--- config.mk ---
export PLATFORM = sky130hd
export DESIGN_NAME = yuv420_crop_rotate_mapper
export DESIGN_NICKNAME = d
export VERILOG_FILES = /design/src/rtl/ycrm_pkg.sv /design/src/rtl/ycrm_cfg.sv /design/src/rtl/ycrm_window.sv /design/src/rtl/ycrm_madd.sv /design/src/rtl/yuv420_crop_rotate_mapper.sv
export VERILOG_INCLUDE_DIRS = /design/src /design/src/rtl
export SDC_FILE = /design/constraint.sdc
export NUM_CORES = 1
export LEC_CHECK = 0
export BUFFER_PORTS_ARGS = -buffer_cell sky130_fd_sc_hd__buf_2
export CAP_MARGIN = 20
export CELL_PAD_IN_SITES_DETAIL_PLACEMENT = 1
export CELL_PAD_IN_SITES_GLOBAL_PLACEMENT = 1
export CORE_MARGIN = 3
export CORE_UTILIZATION = 32
export DETAILED_ROUTE_END_ITERATION = 8
export PLACE_DENSITY_LB_ADDON = 0.1
export SLEW_MARGIN = 20
export SYNTH_ARGS = -nofsm -noshare
export SYNTH_HDL_FRONTEND = slang
export SYNTH_SLANG_ARGS = --single-unit
--- constraint.sdc ---
create_clock -name i_clk -period 6.1 [get_ports i_clk]
set_clock_uncertainty 0.05 [all_clocks]
set_input_delay 0 -clock i_clk [delete_from_list [all_inputs] [get_ports i_clk]]
set_output_delay 0 -clock i_clk [all_outputs]
set_load 0.005 [all_outputs]
--- src/rtl/yuv420_crop_rotate_mapper_assert.svh ---
// ----------------------------------------------------------------------------
// Assertion macros used by the crop/rotate mapper RTL.
// ----------------------------------------------------------------------------
`ifndef YUV420_CROP_ROTATE_MAPPER_ASSERT_SVH
`define YUV420_CROP_ROTATE_MAPPER_ASSERT_SVH

// Same-cycle implication, disabled while reset is asserted.
`define YCRM_ASSERT_IMP(label, clk, rst_n, ante, cons, msg) \
    label: assert property (@(posedge clk) disable iff (!rst_n) (ante) |-> (cons)) \
        else $error(msg);

// Next-cycle implication, disabled while reset is asserted.
`define YCRM_ASSERT_NXT(label, clk, rst_n, ante, cons, msg) \
    label: assert property (@(posedge clk) disable iff (!rst_n) (ante) |=> (cons)) \
        else $error(msg);

`endif

--- src/rtl/ycrm_pkg.sv ---
`timescale 1ns / 1ps
// ----------------------------------------------------------------------------
// ycrm_pkg
// Types, codes and constants of the YUV 4:2:0 crop/rotate address mapper.
// ----------------------------------------------------------------------------
package ycrm_pkg;

    // Field widths.
    localparam int DIM_W     = 13;
    localparam int ROW_W     = 12;
    localparam int PIX_W     = 8;
    localparam int PLANE_W   = 2;
    localparam int MODE_W    = 2;
    localparam int OFF_W     = 24;
    localparam int PROD_W    = 2 * DIM_W;
    localparam int CFG_IDX_W = 3;

    // Default saturation limit for source sizes.
    localparam int MAX_DIM_DEF = 4096;

    // Register values after reset.
    localparam logic [DIM_W-1:0]  RST_SRC_WIDTH   = 13'd640;
    localparam logic [DIM_W-1:0]  RST_SRC_HEIGHT  = 13'd480;
    localparam logic [DIM_W-1:0]  RST_CROP_WIDTH  = 13'd640;
    localparam logic [DIM_W-1:0]  RST_CROP_HEIGHT = 13'd480;

    // Register indexes.
    typedef enum logic [CFG_IDX_W-1:0] {
        CFG_SRC_WIDTH   = 3'd0,
        CFG_SRC_HEIGHT  = 3'd1,
        CFG_CROP_WIDTH  = 3'd2,
        CFG_CROP_HEIGHT = 3'd3,
        CFG_XFORM_MODE  = 3'd4
    } t_cfg_idx;

    // Transform modes.
    typedef enum logic [MODE_W-1:0] {
        MODE_CROP      = 2'd0,
        MODE_ROT90     = 2'd1,
        MODE_ROT270_MIR = 2'd2,
        MODE_NONE      = 2'd3
    } t_mode;

    // Source plane codes (luma, V, U order).
    localparam logic [PLANE_W-1:0] SRC_PLANE_Y   = 2'd0;
    localparam logic [PLANE_W-1:0] SRC_PLANE_V   = 2'd1;
    localparam logic [PLANE_W-1:0] SRC_PLANE_U   = 2'd2;
    localparam logic [PLANE_W-1:0] SRC_PLANE_BAD = 2'd3;

    // Destination plane codes (I420 order).
    localparam logic [PLANE_W-1:0] DST_PLANE_Y   = 2'd0;
    localparam logic [PLANE_W-1:0] DST_PLANE_U   = 2'd1;
    localparam logic [PLANE_W-1:0] DST_PLANE_V   = 2'd2;
    localparam logic [PLANE_W-1:0] DST_PLANE_BAD = 2'd3;

    // Window geometry of one plane.
    typedef struct packed {
        logic [DIM_W-1:0] w;
        logic [DIM_W-1:0] h;
        logic [DIM_W-1:0] cw;
        logic [DIM_W-1:0] ch;
        logic [DIM_W-1:0] ys;
        logic [DIM_W-1:0] xs;
    } t_dims;

    // Geometry of both plane kinds plus the mode.
    typedef struct packed {
        t_dims luma;
        t_dims chroma;
        t_mode mode;
    } t_geom;

    // One source pixel request.
    typedef struct packed {
        logic [PLANE_W-1:0] plane;
        logic [ROW_W-1:0]   row;
        logic [ROW_W-1:0]   col;
        logic [PIX_W-1:0]   pix;
    } t_pixel;

    // Multiply-add operands: offset = x * y + z.
    typedef struct packed {
        logic [PLANE_W-1:0] plane;
        logic [DIM_W-1:0]   x;
        logic [DIM_W-1:0]   y;
        logic [DIM_W-1:0]   z;
        logic [PIX_W-1:0]   pix;
    } t_operands;

endpackage

--- src/rtl/ycrm_cfg.sv ---
`timescale 1ns / 1ps
// ----------------------------------------------------------------------------
// ycrm_cfg
// Configuration registers and the registered window geometry derived from them.
// ----------------------------------------------------------------------------
module ycrm_cfg #(
    parameter int MAX_DIM = ycrm_pkg::MAX_DIM_DEF
) (
    input  logic                             i_clk,
    input  logic                             i_rst_n,
    input  logic                             i_cfg_we,
    input  logic [ycrm_pkg::CFG_IDX_W-1:0]   i_cfg_addr,
    input  logic [ycrm_pkg::DIM_W-1:0]       i_cfg_wdata,
    output ycrm_pkg::t_geom                  o_geom
);

    localparam logic [ycrm_pkg::DIM_W:0] LIMIT = (ycrm_pkg::DIM_W + 1)'(MAX_DIM);

    logic [ycrm_pkg::DIM_W-1:0] r_src_width;
    logic [ycrm_pkg::DIM_W-1:0] r_src_height;
    logic [ycrm_pkg::DIM_W-1:0] r_crop_width;
    logic [ycrm_pkg::DIM_W-1:0] r_crop_height;
    ycrm_pkg::t_mode            r_mode;
    ycrm_pkg::t_geom            r_geom;
    ycrm_pkg::t_geom            n_geom;

    // Clamp a value to a limit; the limit is only taken when it is below the value.
    function automatic logic [ycrm_pkg::DIM_W-1:0] f_sat(
        input logic [ycrm_pkg::DIM_W-1:0] v,
        input logic [ycrm_pkg::DIM_W:0]   lim
    );
        return ({1'b0, v} > lim) ? lim[ycrm_pkg::DIM_W-1:0] : v;
    endfunction

    // Luma window from the raw sizes.
    function automatic ycrm_pkg::t_dims f_luma(
        input logic [ycrm_pkg::DIM_W-1:0] sw,
        input logic [ycrm_pkg::DIM_W-1:0] sh,
        input logic [ycrm_pkg::DIM_W-1:0] cw,
        input logic [ycrm_pkg::DIM_W-1:0] ch
    );
        ycrm_pkg::t_dims d;
        d.w  = f_sat(sw, LIMIT);
        d.h  = f_sat(sh, LIMIT);
        d.cw = f_sat(cw, {1'b0, d.w});
        d.ch = f_sat(ch, {1'b0, d.h});
        d.ys = d.h - d.ch;
        d.xs = d.w - d.cw;
        return d;
    endfunction

    // Chroma planes use every luma figure halved.
    function automatic ycrm_pkg::t_dims f_half(input ycrm_pkg::t_dims d);
        ycrm_pkg::t_dims q;
        q.w  = d.w  >> 1;
        q.h  = d.h  >> 1;
        q.cw = d.cw >> 1;
        q.ch = d.ch >> 1;
        q.ys = d.ys >> 1;
        q.xs = d.xs >> 1;
        return q;
    endfunction

    // Register writes.
    always_ff @(posedge i_clk) begin
        if (!i_rst_n) begin
            r_src_width   <= ycrm_pkg::RST_SRC_WIDTH;
            r_src_height  <= ycrm_pkg::RST_SRC_HEIGHT;
            r_crop_width  <= ycrm_pkg::RST_CROP_WIDTH;
            r_crop_height <= ycrm_pkg::RST_CROP_HEIGHT;
            r_mode        <= ycrm_pkg::MODE_CROP;
        end else if (i_cfg_we) begin
            unique case (i_cfg_addr)
                ycrm_pkg::CFG_SRC_WIDTH:   r_src_width   <= i_cfg_wdata;
                ycrm_pkg::CFG_SRC_HEIGHT:  r_src_height  <= i_cfg_wdata;
                ycrm_pkg::CFG_CROP_WIDTH:  r_crop_width  <= i_cfg_wdata;
                ycrm_pkg::CFG_CROP_HEIGHT: r_crop_height <= i_cfg_wdata;
                ycrm_pkg::CFG_XFORM_MODE:
                    r_mode <= ycrm_pkg::t_mode'(i_cfg_wdata[ycrm_pkg::MODE_W-1:0]);
                default: ;
            endcase
        end
    end

    // Derived geometry, registered once more behind the configuration registers.
    always_comb begin
        n_geom.luma   = f_luma(r_src_width, r_src_height, r_crop_width, r_crop_height);
        n_geom.chroma = f_half(n_geom.luma);
        n_geom.mode   = r_mode;
    end

    always_ff @(posedge i_clk) begin
        if (!i_rst_n) begin
            r_geom.luma   <= f_luma(ycrm_pkg::RST_SRC_WIDTH, ycrm_pkg::RST_SRC_HEIGHT,
                                    ycrm_pkg::RST_CROP_WIDTH, ycrm_pkg::RST_CROP_HEIGHT);
            r_geom.chroma <= f_half(f_luma(ycrm_pkg::RST_SRC_WIDTH,
                                           ycrm_pkg::RST_SRC_HEIGHT,
                                           ycrm_pkg::RST_CROP_WIDTH,
                                           ycrm_pkg::RST_CROP_HEIGHT));
            r_geom.mode   <= ycrm_pkg::MODE_CROP;
        end else begin
            r_geom <= n_geom;
        end
    end

    assign o_geom = r_geom;

endmodule

--- src/rtl/ycrm_window.sv ---
`timescale 1ns / 1ps
// ----------------------------------------------------------------------------
// ycrm_window
// Window test and operand selection stage: drops pixels outside the crop window
// and forms the multiply-add operands of the destination offset.
// ----------------------------------------------------------------------------
module ycrm_window (
    input  logic                 i_clk,
    input  logic                 i_rst_n,
    input  ycrm_pkg::t_geom      i_geom,
    input  logic                 i_valid,
    input  ycrm_pkg::t_pixel     i_pixel,
    output logic                 o_ready,
    output logic                 o_valid,
    output ycrm_pkg::t_operands  o_ops,
    input  logic                 i_ready
);

    logic                       r_valid;
    ycrm_pkg::t_operands        r_ops;
    ycrm_pkg::t_operands        n_ops;
    logic                       n_keep;
    ycrm_pkg::t_dims            w_dims;
    logic [ycrm_pkg::DIM_W-1:0] w_row;
    logic [ycrm_pkg::DIM_W-1:0] w_col;
    logic [ycrm_pkg::DIM_W-1:0] w_r;
    logic [ycrm_pkg::DIM_W-1:0] w_c;

    // Stage moves when empty or when the next stage takes its request.
    assign o_ready = !r_valid || i_ready;

    // Window test and operands.
    always_comb begin
        w_dims = (i_pixel.plane == ycrm_pkg::SRC_PLANE_Y) ? i_geom.luma : i_geom.chroma;
        w_row  = {1'b0, i_pixel.row};
        w_col  = {1'b0, i_pixel.col};
        w_r    = w_row - w_dims.ys;
        w_c    = w_col - w_dims.xs;
        n_keep = (i_pixel.plane != ycrm_pkg::SRC_PLANE_BAD)
                 && (w_row < w_dims.h) && (w_col < w_dims.w);
        n_ops.x = '0;
        n_ops.y = '0;
        n_ops.z = '0;
        unique case (i_geom.mode)
            ycrm_pkg::MODE_CROP: begin
                n_keep  = n_keep && (w_row >= w_dims.ys) && (w_r < w_dims.ch)
                          && (w_col < w_dims.cw);
                n_ops.x = w_r;
                n_ops.y = w_dims.cw;
                n_ops.z = w_col;
            end
            ycrm_pkg::MODE_ROT90: begin
                n_keep  = n_keep && (w_row >= w_dims.ys) && (w_r < w_dims.ch)
                          && (w_col < w_dims.cw);
                n_ops.x = w_col;
                n_ops.y = w_dims.ch;
                n_ops.z = w_dims.ch - 1'b1 - w_r;
            end
            ycrm_pkg::MODE_ROT270_MIR: begin
                n_keep  = n_keep && (w_row < w_dims.ch) && (w_col >= w_dims.xs)
                          && (w_c < w_dims.cw);
                n_ops.x = w_dims.cw - 1'b1 - w_c;
                n_ops.y = w_dims.ch;
                n_ops.z = w_dims.ch - 1'b1 - w_row;
            end
            ycrm_pkg::MODE_NONE: begin
                n_keep = 1'b0;
            end
        endcase
        // Chroma planes swap from V, U to U, V order.
        unique case (i_pixel.plane)
            ycrm_pkg::SRC_PLANE_Y: n_ops.plane = ycrm_pkg::DST_PLANE_Y;
            ycrm_pkg::SRC_PLANE_V: n_ops.plane = ycrm_pkg::DST_PLANE_V;
            ycrm_pkg::SRC_PLANE_U: n_ops.plane = ycrm_pkg::DST_PLANE_U;
            default:               n_ops.plane = ycrm_pkg::DST_PLANE_BAD;
        endcase
        n_ops.pix = i_pixel.pix;
    end

    // Stage register; dropped pixels leave a bubble.
    always_ff @(posedge i_clk) begin
        if (!i_rst_n) begin
            r_valid <= 1'b0;
        end else if (o_ready) begin
            r_valid <= i_valid && n_keep;
        end
    end

    always_ff @(posedge i_clk) begin
        if (o_ready) begin
            r_ops <= n_ops;
        end
    end

    assign o_valid = r_valid;
    assign o_ops   = r_ops;

endmodule

--- src/rtl/ycrm_madd.sv ---
`timescale 1ns / 1ps
// ----------------------------------------------------------------------------
// ycrm_madd
// Two-stage multiply-add: a product stage and an add stage that is also the
// output register of the block.
// ----------------------------------------------------------------------------
`include "yuv420_crop_rotate_mapper_assert.svh"

module ycrm_madd (
    input  logic                          i_clk,
    input  logic                          i_rst_n,
    input  logic                          i_valid,
    input  ycrm_pkg::t_operands           i_ops,
    output logic                          o_ready,
    output logic                          o_valid,
    output logic [ycrm_pkg::PLANE_W-1:0]  o_dst_plane,
    output logic [ycrm_pkg::OFF_W-1:0]    o_dst_offset,
    output logic [ycrm_pkg::PIX_W-1:0]    o_pixel,
    input  logic                          i_ready
);

    logic                          r_v3;
    logic [ycrm_pkg::PROD_W-1:0]   r_prod;
    logic [ycrm_pkg::DIM_W-1:0]    r_z;
    logic [ycrm_pkg::PLANE_W-1:0]  r_plane3;
    logic [ycrm_pkg::PIX_W-1:0]    r_pix3;
    logic                          r_v4;
    logic [ycrm_pkg::OFF_W-1:0]    r_off;
    logic [ycrm_pkg::PLANE_W-1:0]  r_plane4;
    logic [ycrm_pkg::PIX_W-1:0]    r_pix4;
    logic                          w_ready4;
    logic [ycrm_pkg::PROD_W:0]     w_sum;

    // Ready chain back from the output register.
    assign w_ready4 = !r_v4 || i_ready;
    assign o_ready  = !r_v3 || w_ready4;

    // Product stage.
    always_ff @(posedge i_clk) begin
        if (!i_rst_n) begin
            r_v3 <= 1'b0;
        end else if (o_ready) begin
            r_v3 <= i_valid;
        end
    end

    always_ff @(posedge i_clk) begin
        if (o_ready) begin
            r_prod   <= i_ops.x * i_ops.y;
            r_z      <= i_ops.z;
            r_plane3 <= i_ops.plane;
            r_pix3   <= i_ops.pix;
        end
    end

    // Add stage; the offset wraps to its field width.
    assign w_sum = {1'b0, r_prod} + (ycrm_pkg::PROD_W + 1)'(r_z);

    always_ff @(posedge i_clk) begin
        if (!i_rst_n) begin
            r_v4 <= 1'b0;
        end else if (w_ready4) begin
            r_v4 <= r_v3;
        end
    end

    always_ff @(posedge i_clk) begin
        if (w_ready4) begin
            r_off    <= w_sum[ycrm_pkg::OFF_W-1:0];
            r_plane4 <= r_plane3;
            r_pix4   <= r_pix3;
        end
    end

    assign o_valid      = r_v4;
    assign o_dst_plane  = r_plane4;
    assign o_dst_offset = r_off;
    assign o_pixel      = r_pix4;

    // A product moves on to the output register when that register is free.
    `YCRM_ASSERT_NXT(a_prod_advances, i_clk, i_rst_n, r_v3 && w_ready4, r_v4, "product request lost")
    // A stalled product stage keeps its request unchanged.
    `YCRM_ASSERT_NXT(a_prod_holds, i_clk, i_rst_n, r_v3 && !w_ready4, r_v3 && $stable(r_prod) && $stable(r_z), "stalled product changed")
    // Only pixels with a real plane reach the output.
    `YCRM_ASSERT_IMP(a_plane_ok, i_clk, i_rst_n, r_v4, r_plane4 != ycrm_pkg::DST_PLANE_BAD, "invalid destination plane")

endmodule

--- src/rtl/yuv420_crop_rotate_mapper.sv ---
`timescale 1ns / 1ps
// ----------------------------------------------------------------------------
// yuv420_crop_rotate_mapper
// Maps source pixels of a planar YUV 4:2:0 frame to plane and offset in a
// cropped, optionally rotated and mirrored I420 frame.
// ----------------------------------------------------------------------------
// Usage:
//   The slave stream carries one source pixel per request: tuser is the source
//   plane (luma, V, U), tdata holds row, column and sample. The master stream
//   carries one request per pixel inside the crop window: tuser is the I420
//   destination plane, tdata holds the plane offset and the unchanged sample.
//   Pixels outside the window, plane code 3 and mode 3 produce no request.
//   The user must write registers through the plain write port only while the
//   stream is idle; the block itself does not enforce it. The pipeline has four
//   register stages (input, window test, multiply, add), in that order.
//   Throughput is one pixel per clock while the receiver takes every request.
//   Derived window geometry is registered and follows a register write in the
//   cycle after. Reset clears all stage valid bits and loads the default frame
//   geometry (640x480, crop only); tready is low while reset is held.
//   When the receiver stalls, the stages fill up, bubbles from dropped pixels
//   are squeezed out, and tready drops only once every stage is occupied.
// ----------------------------------------------------------------------------
module yuv420_crop_rotate_mapper #(
    parameter int MAX_DIM = ycrm_pkg::MAX_DIM_DEF
) (
    input  logic                            i_clk,
    input  logic                            i_rst_n,
    // Configuration write port.
    input  logic                            i_cfg_we,
    input  logic [ycrm_pkg::CFG_IDX_W-1:0]  i_cfg_addr,
    input  logic [ycrm_pkg::DIM_W-1:0]      i_cfg_wdata,
    // Source pixel stream.
    input  logic                            i_s_axis_tvalid,
    output logic                            o_s_axis_tready,
    input  logic [31:0]                     i_s_axis_tdata,  // src_row, src_col, pixel_in
    input  logic [ycrm_pkg::PLANE_W-1:0]    i_s_axis_tuser,  // src_plane
    // Destination address stream.
    output logic                            o_m_axis_tvalid,
    input  logic                            i_m_axis_tready,
    output logic [31:0]                     o_m_axis_tdata,  // dst_offset, pixel_out
    output logic [ycrm_pkg::PLANE_W-1:0]    o_m_axis_tuser   // dst_plane
);

    ycrm_pkg::t_geom             w_geom;
    logic                        r_v1;
    ycrm_pkg::t_pixel            r_pixel1;
    ycrm_pkg::t_pixel            w_pixel_in;
    logic                        w_win_ready;
    logic                        w_win_valid;
    ycrm_pkg::t_operands         w_ops;
    logic                        w_madd_ready;
    logic [ycrm_pkg::OFF_W-1:0]  w_offset;
    logic [ycrm_pkg::PIX_W-1:0]  w_pixel_out;
    logic                        w_ready1;

    // Configuration and derived geometry.
    ycrm_cfg #(
        .MAX_DIM (MAX_DIM)
    ) u_cfg (
        .i_clk       (i_clk),
        .i_rst_n     (i_rst_n),
        .i_cfg_we    (i_cfg_we),
        .i_cfg_addr  (i_cfg_addr),
        .i_cfg_wdata (i_cfg_wdata),
        .o_geom      (w_geom)
    );

    // Unpack the slave request.
    always_comb begin
        w_pixel_in.plane = i_s_axis_tuser;
        w_pixel_in.row   = i_s_axis_tdata[ycrm_pkg::ROW_W-1:0];
        w_pixel_in.col   = i_s_axis_tdata[2*ycrm_pkg::ROW_W-1:ycrm_pkg::ROW_W];
        w_pixel_in.pix   = i_s_axis_tdata[31:2*ycrm_pkg::ROW_W];
    end

    // Input register stage.
    assign w_ready1        = !r_v1 || w_win_ready;
    assign o_s_axis_tready = i_rst_n && w_ready1;

    always_ff @(posedge i_clk) begin
        if (!i_rst_n) begin
            r_v1 <= 1'b0;
        end else if (w_ready1) begin
            r_v1 <= i_s_axis_tvalid;
        end
    end

    always_ff @(posedge i_clk) begin
        if (w_ready1) begin
            r_pixel1 <= w_pixel_in;
        end
    end

    // Window test stage.
    ycrm_window u_window (
        .i_clk   (i_clk),
        .i_rst_n (i_rst_n),
        .i_geom  (w_geom),
        .i_valid (r_v1),
        .i_pixel (r_pixel1),
        .o_ready (w_win_ready),
        .o_valid (w_win_valid),
        .o_ops   (w_ops),
        .i_ready (w_madd_ready)
    );

    // Multiply and add stages.
    ycrm_madd u_madd (
        .i_clk        (i_clk),
        .i_rst_n      (i_rst_n),
        .i_valid      (w_win_valid),
        .i_ops        (w_ops),
        .o_ready      (w_madd_ready),
        .o_valid      (o_m_axis_tvalid),
        .o_dst_plane  (o_m_axis_tuser),
        .o_dst_offset (w_offset),
        .o_pixel      (w_pixel_out),
        .i_ready      (i_m_axis_tready)
    );

    assign o_m_axis_tdata = {w_pixel_out, w_offset};

endmodule

==> results.sh <==
export IMPL_status="finished clean"
export IMPL_avgSynthCellArea_sq_um=9.37
export IMPL_synth_most_common_cell="nand2_1"
export IMPL_period_needed_ns=5.80
export IMPL_die_h_um=277
export IMPL_wl_per_cell_um=20.1
export IMPL_numClockSinks=302
export IMPL_cts_max_level=2
export IMPL_ctsResizeCount=0
export IMPL_place_gp_congestion=0.878
export IMPL_setup_violations_final=0
export IMPL_cts_made_buffers=36
export IMPL_synth_seq_cells=302
export IMPL_port_buffers=90
export IMPL_synthTopCellsByCount="nand2_1 (353), inv_1 (265), ha_1 (242)"
export IMPL_drt_first_pass_iters=4
export IMPL_min_to="u_cfg.r_crop_width[11]"
export IMPL_cp_required_ns=6.33
export IMPL_cpMostUsedCell="fa_1"
export IMPL_hp_class="in2reg"
export IMPL_wl_um=73100
export IMPL_dpl_hpwl_um=59100
export IMPL_dieArea_sq_mm=0.0767
export IMPL_grt_pass1_wl_um=114000
export IMPL_fin_nets=3086
export IMPL_synth_edf_count=164
export IMPL_clock_root_buffer="clkbuf_16"
export IMPL_netlist_instances=2508
export IMPL_antenna_found_initial=1
export IMPL_p_leak_nw=11.9
export IMPL_vias=18400
export IMPL_clk_latency_ns=0.54
export IMPL_ant_nets=0
export IMPL_max_stage_delay_ns=0.69
export IMPL_syn_nets=2932
export IMPL_grtUsageTotal_pct=18.8
export IMPL_reg2reg_depth=17
export IMPL_cts_tree="built"
export IMPL_finalCritPeriodShare_pct=95.1
export IMPL_synth_area_leader_cell="edfxtp_1"
export IMPL_synth_warnings=0
export IMPL_overflow=0
export IMPL_syn_area_sq_mm=0.0235
export IMPL_rr_startpoint="u_window.o_ops[27]"
export IMPL_cap_violations=0
export IMPL_drv_slew=0
export IMPL_slowest_stage="edfxtp_1"
export IMPL_design_portCount=91
export IMPL_crit_type="reg2reg"
export IMPL_instances_no_fill=3640
export IMPL_seq_area_frac_synth_pct=32.7
export IMPL_rows=98
export IMPL_arrival_ns=6.03
export IMPL_grt_pass1_vias=19600
export IMPL_power_density_mw_per_mm2=388
export IMPL_fmax_ghz=0.172
export IMPL_r2r_end="u_madd.r_prod[23]"
export IMPL_drive_above_1_share_pct=8.96
export IMPL_finalHoldViolations=0
export IMPL_maxSlewHeadroom_pct=32.5
export IMPL_r2r_slack_ns=0.30
export IMPL_async_flop_share_pct=0
export IMPL_peakVddDrop_v=0.000372
export IMPL_hold_depth=5
export IMPL_cp_max_fo=13
export IMPL_clk_pin_slew_worst_paths_ns=0.06
export IMPL_cts_path_max_buffers=3
export IMPL_finalPower_mw=10.5
export IMPL_ys_types=91
export IMPL_holdWs_ns=0.0537
export IMPL_drt_iter0_drc=758
export IMPL_holdCritStartpoint="i_cfg_addr[1]"
export IMPL_cp_start_kind="register"
export IMPL_ys_flop_type="edfxtp_1"
export IMPL_drc_errors=0
export IMPL_tightestPinTransition_ns=1.01
export IMPL_cp_cell_sequence="nand2_1, fa_1, fa_1, inv_1, fa_1, fa_1, inv_1, fa_1, inv_1, ha_1, and3_1, o21ai_1, a221oi_2, o31ai_2, a311oi_2, and4_1, nor3_2"
export IMPL_initial_core_util_pct=32.6
export IMPL_vias_per_cell=5.05
export IMPL_grt_max_degree=58
export IMPL_dpl_cell_count=3496
export IMPL_ys_top_cells_by_area="edfxtp_1 (21%), ha_1 (13%), dfxtp_1 (12%), fa_1 (11%), nand2_1 (5.6%)"
export IMPL_cp_end_kind="register"
export IMPL_syn_to_final_growth_pct=14.8
export IMPL_die_x_um=277
export IMPL_fin_util_pct=37.4
export IMPL_finalSetupTns_ns=0
export IMPL_synth_top_area_share_pct=21.0
export IMPL_core_sq_mm=0.0721
## placed cells by master, fill, tap and decap left out, drive strengths merged, types with 92 or more instances in the layout
cell	Yosys	final
edfxtp	164	164
fa	127	127
buf	19	150
inv	268	270
o21ai	92	92
mux2i	107	107
a21oi	154	154
and2	103	103
nor2	112	112
nand2	353	353
dfxtp	138	138
ha	242	242
## worst max-delay path: cells and delay by family, from the launching register on
family | cells | cell delay, ns
adder cells (fa/ha/maj) | 6 | 2.87
AND/OR/NAND/NOR | 4 | 0.70
buffers and inverters | 3 | 0.17
AO/OA/AOI/OAI | 4 | 1.06
flip-flops | 1 | 0.69
## worst max-delay path by stage
stage	from	endpoint	slack [ns]	cells after the start
after global routing	u_window.o_ops[27]	u_madd.r_prod[23]	-0.02	17
after detailed placement	u_window.o_ops[43]	u_madd.r_prod[23]	0.23	18
after floorplan	u_window.o_ops[45]	u_madd.r_prod[23]	0.70	19
after CTS	u_window.o_ops[43]	u_madd.r_prod[23]	0.23	18
after global placement	u_window.o_ops[28]	u_madd.r_prod[23]	0.32	18
final	u_window.o_ops[27]	u_madd.r_prod[23]	0.30	17
## cell families after synthesis
group / share of synthesized area, %
AOI/OAI and AO/OA: 12.7
buffers and inverters: 5.93
and+or+nand+nor: 16.5
adders and majority gates: 23.7
DFF: 32.7
xor gates and xnor gates: 3.46
muxes: 4.93
## report_power, final
group | internal (mW) | switching, mW
Clock | 1.38 | 0.850
Combinational | 2.24 | 3.22
Sequential | 2.57 | 0.217
Total | 6.19 | 4.28
## final cells by class
cell class,instances,area [sq um]
Clock inverter,12,203
Antenna cell,1,2.50
Timing Repair Buffer,204,1440
Clock buffer,53,1030
Fill cell,8287,45100
Inverter,268,1010
Sequential cell,302,7690
Multi-Input combinational cell,1850,14400
Tap cell,950,1190
## flip-flops by register name (all words and copies together) (netlist names)
signal,count
u_cfg.r_src_width,13
u_madd.r_v3,1
u_cfg.r_src_height,13
u_cfg.r_crop_height,13
u_madd.r_z,13
r_pixel1,34
r_v1,1
u_madd.o_dst_plane,2
u_madd.r_prod,24
u_madd.r_pix3,8
u_cfg.r_mode,2
u_cfg.r_crop_width,13
u_window.o_valid,1
u_madd.o_valid,1
u_cfg.o_geom,80
u_madd.o_dst_offset,24
u_madd.r_plane3,2
u_window.o_ops,49
u_madd.o_pixel,8
## metrics by stage
step                setup WS (ns)  area [sq um]
CTS                         0.226         26800
floorplan                   0.704         23500
finish                      0.298         27000
global placement            0.319         25000
global route              -0.0230         27000
detailed placement          0.228         25000
## routing by layer
layer,wire length (um),share of wire (%),global-route usage (%),up-vias
li1,-,-,-,8944
met1,32800,45,23.5,9105
met2,36500,50,34.1,224
met3,1340,1.8,1.64,95
met4,2360,3.2,5.85,0
met5,0,0,0,-
## what timing repair did
action	4_1_cts	5_1_grt
setup buffers	0	24
hold endpoints to repair	95	0
setup endpoints to repair	0	1
hold buffers	54	0
Note: power is estimated with default switching activity, not from simulation.
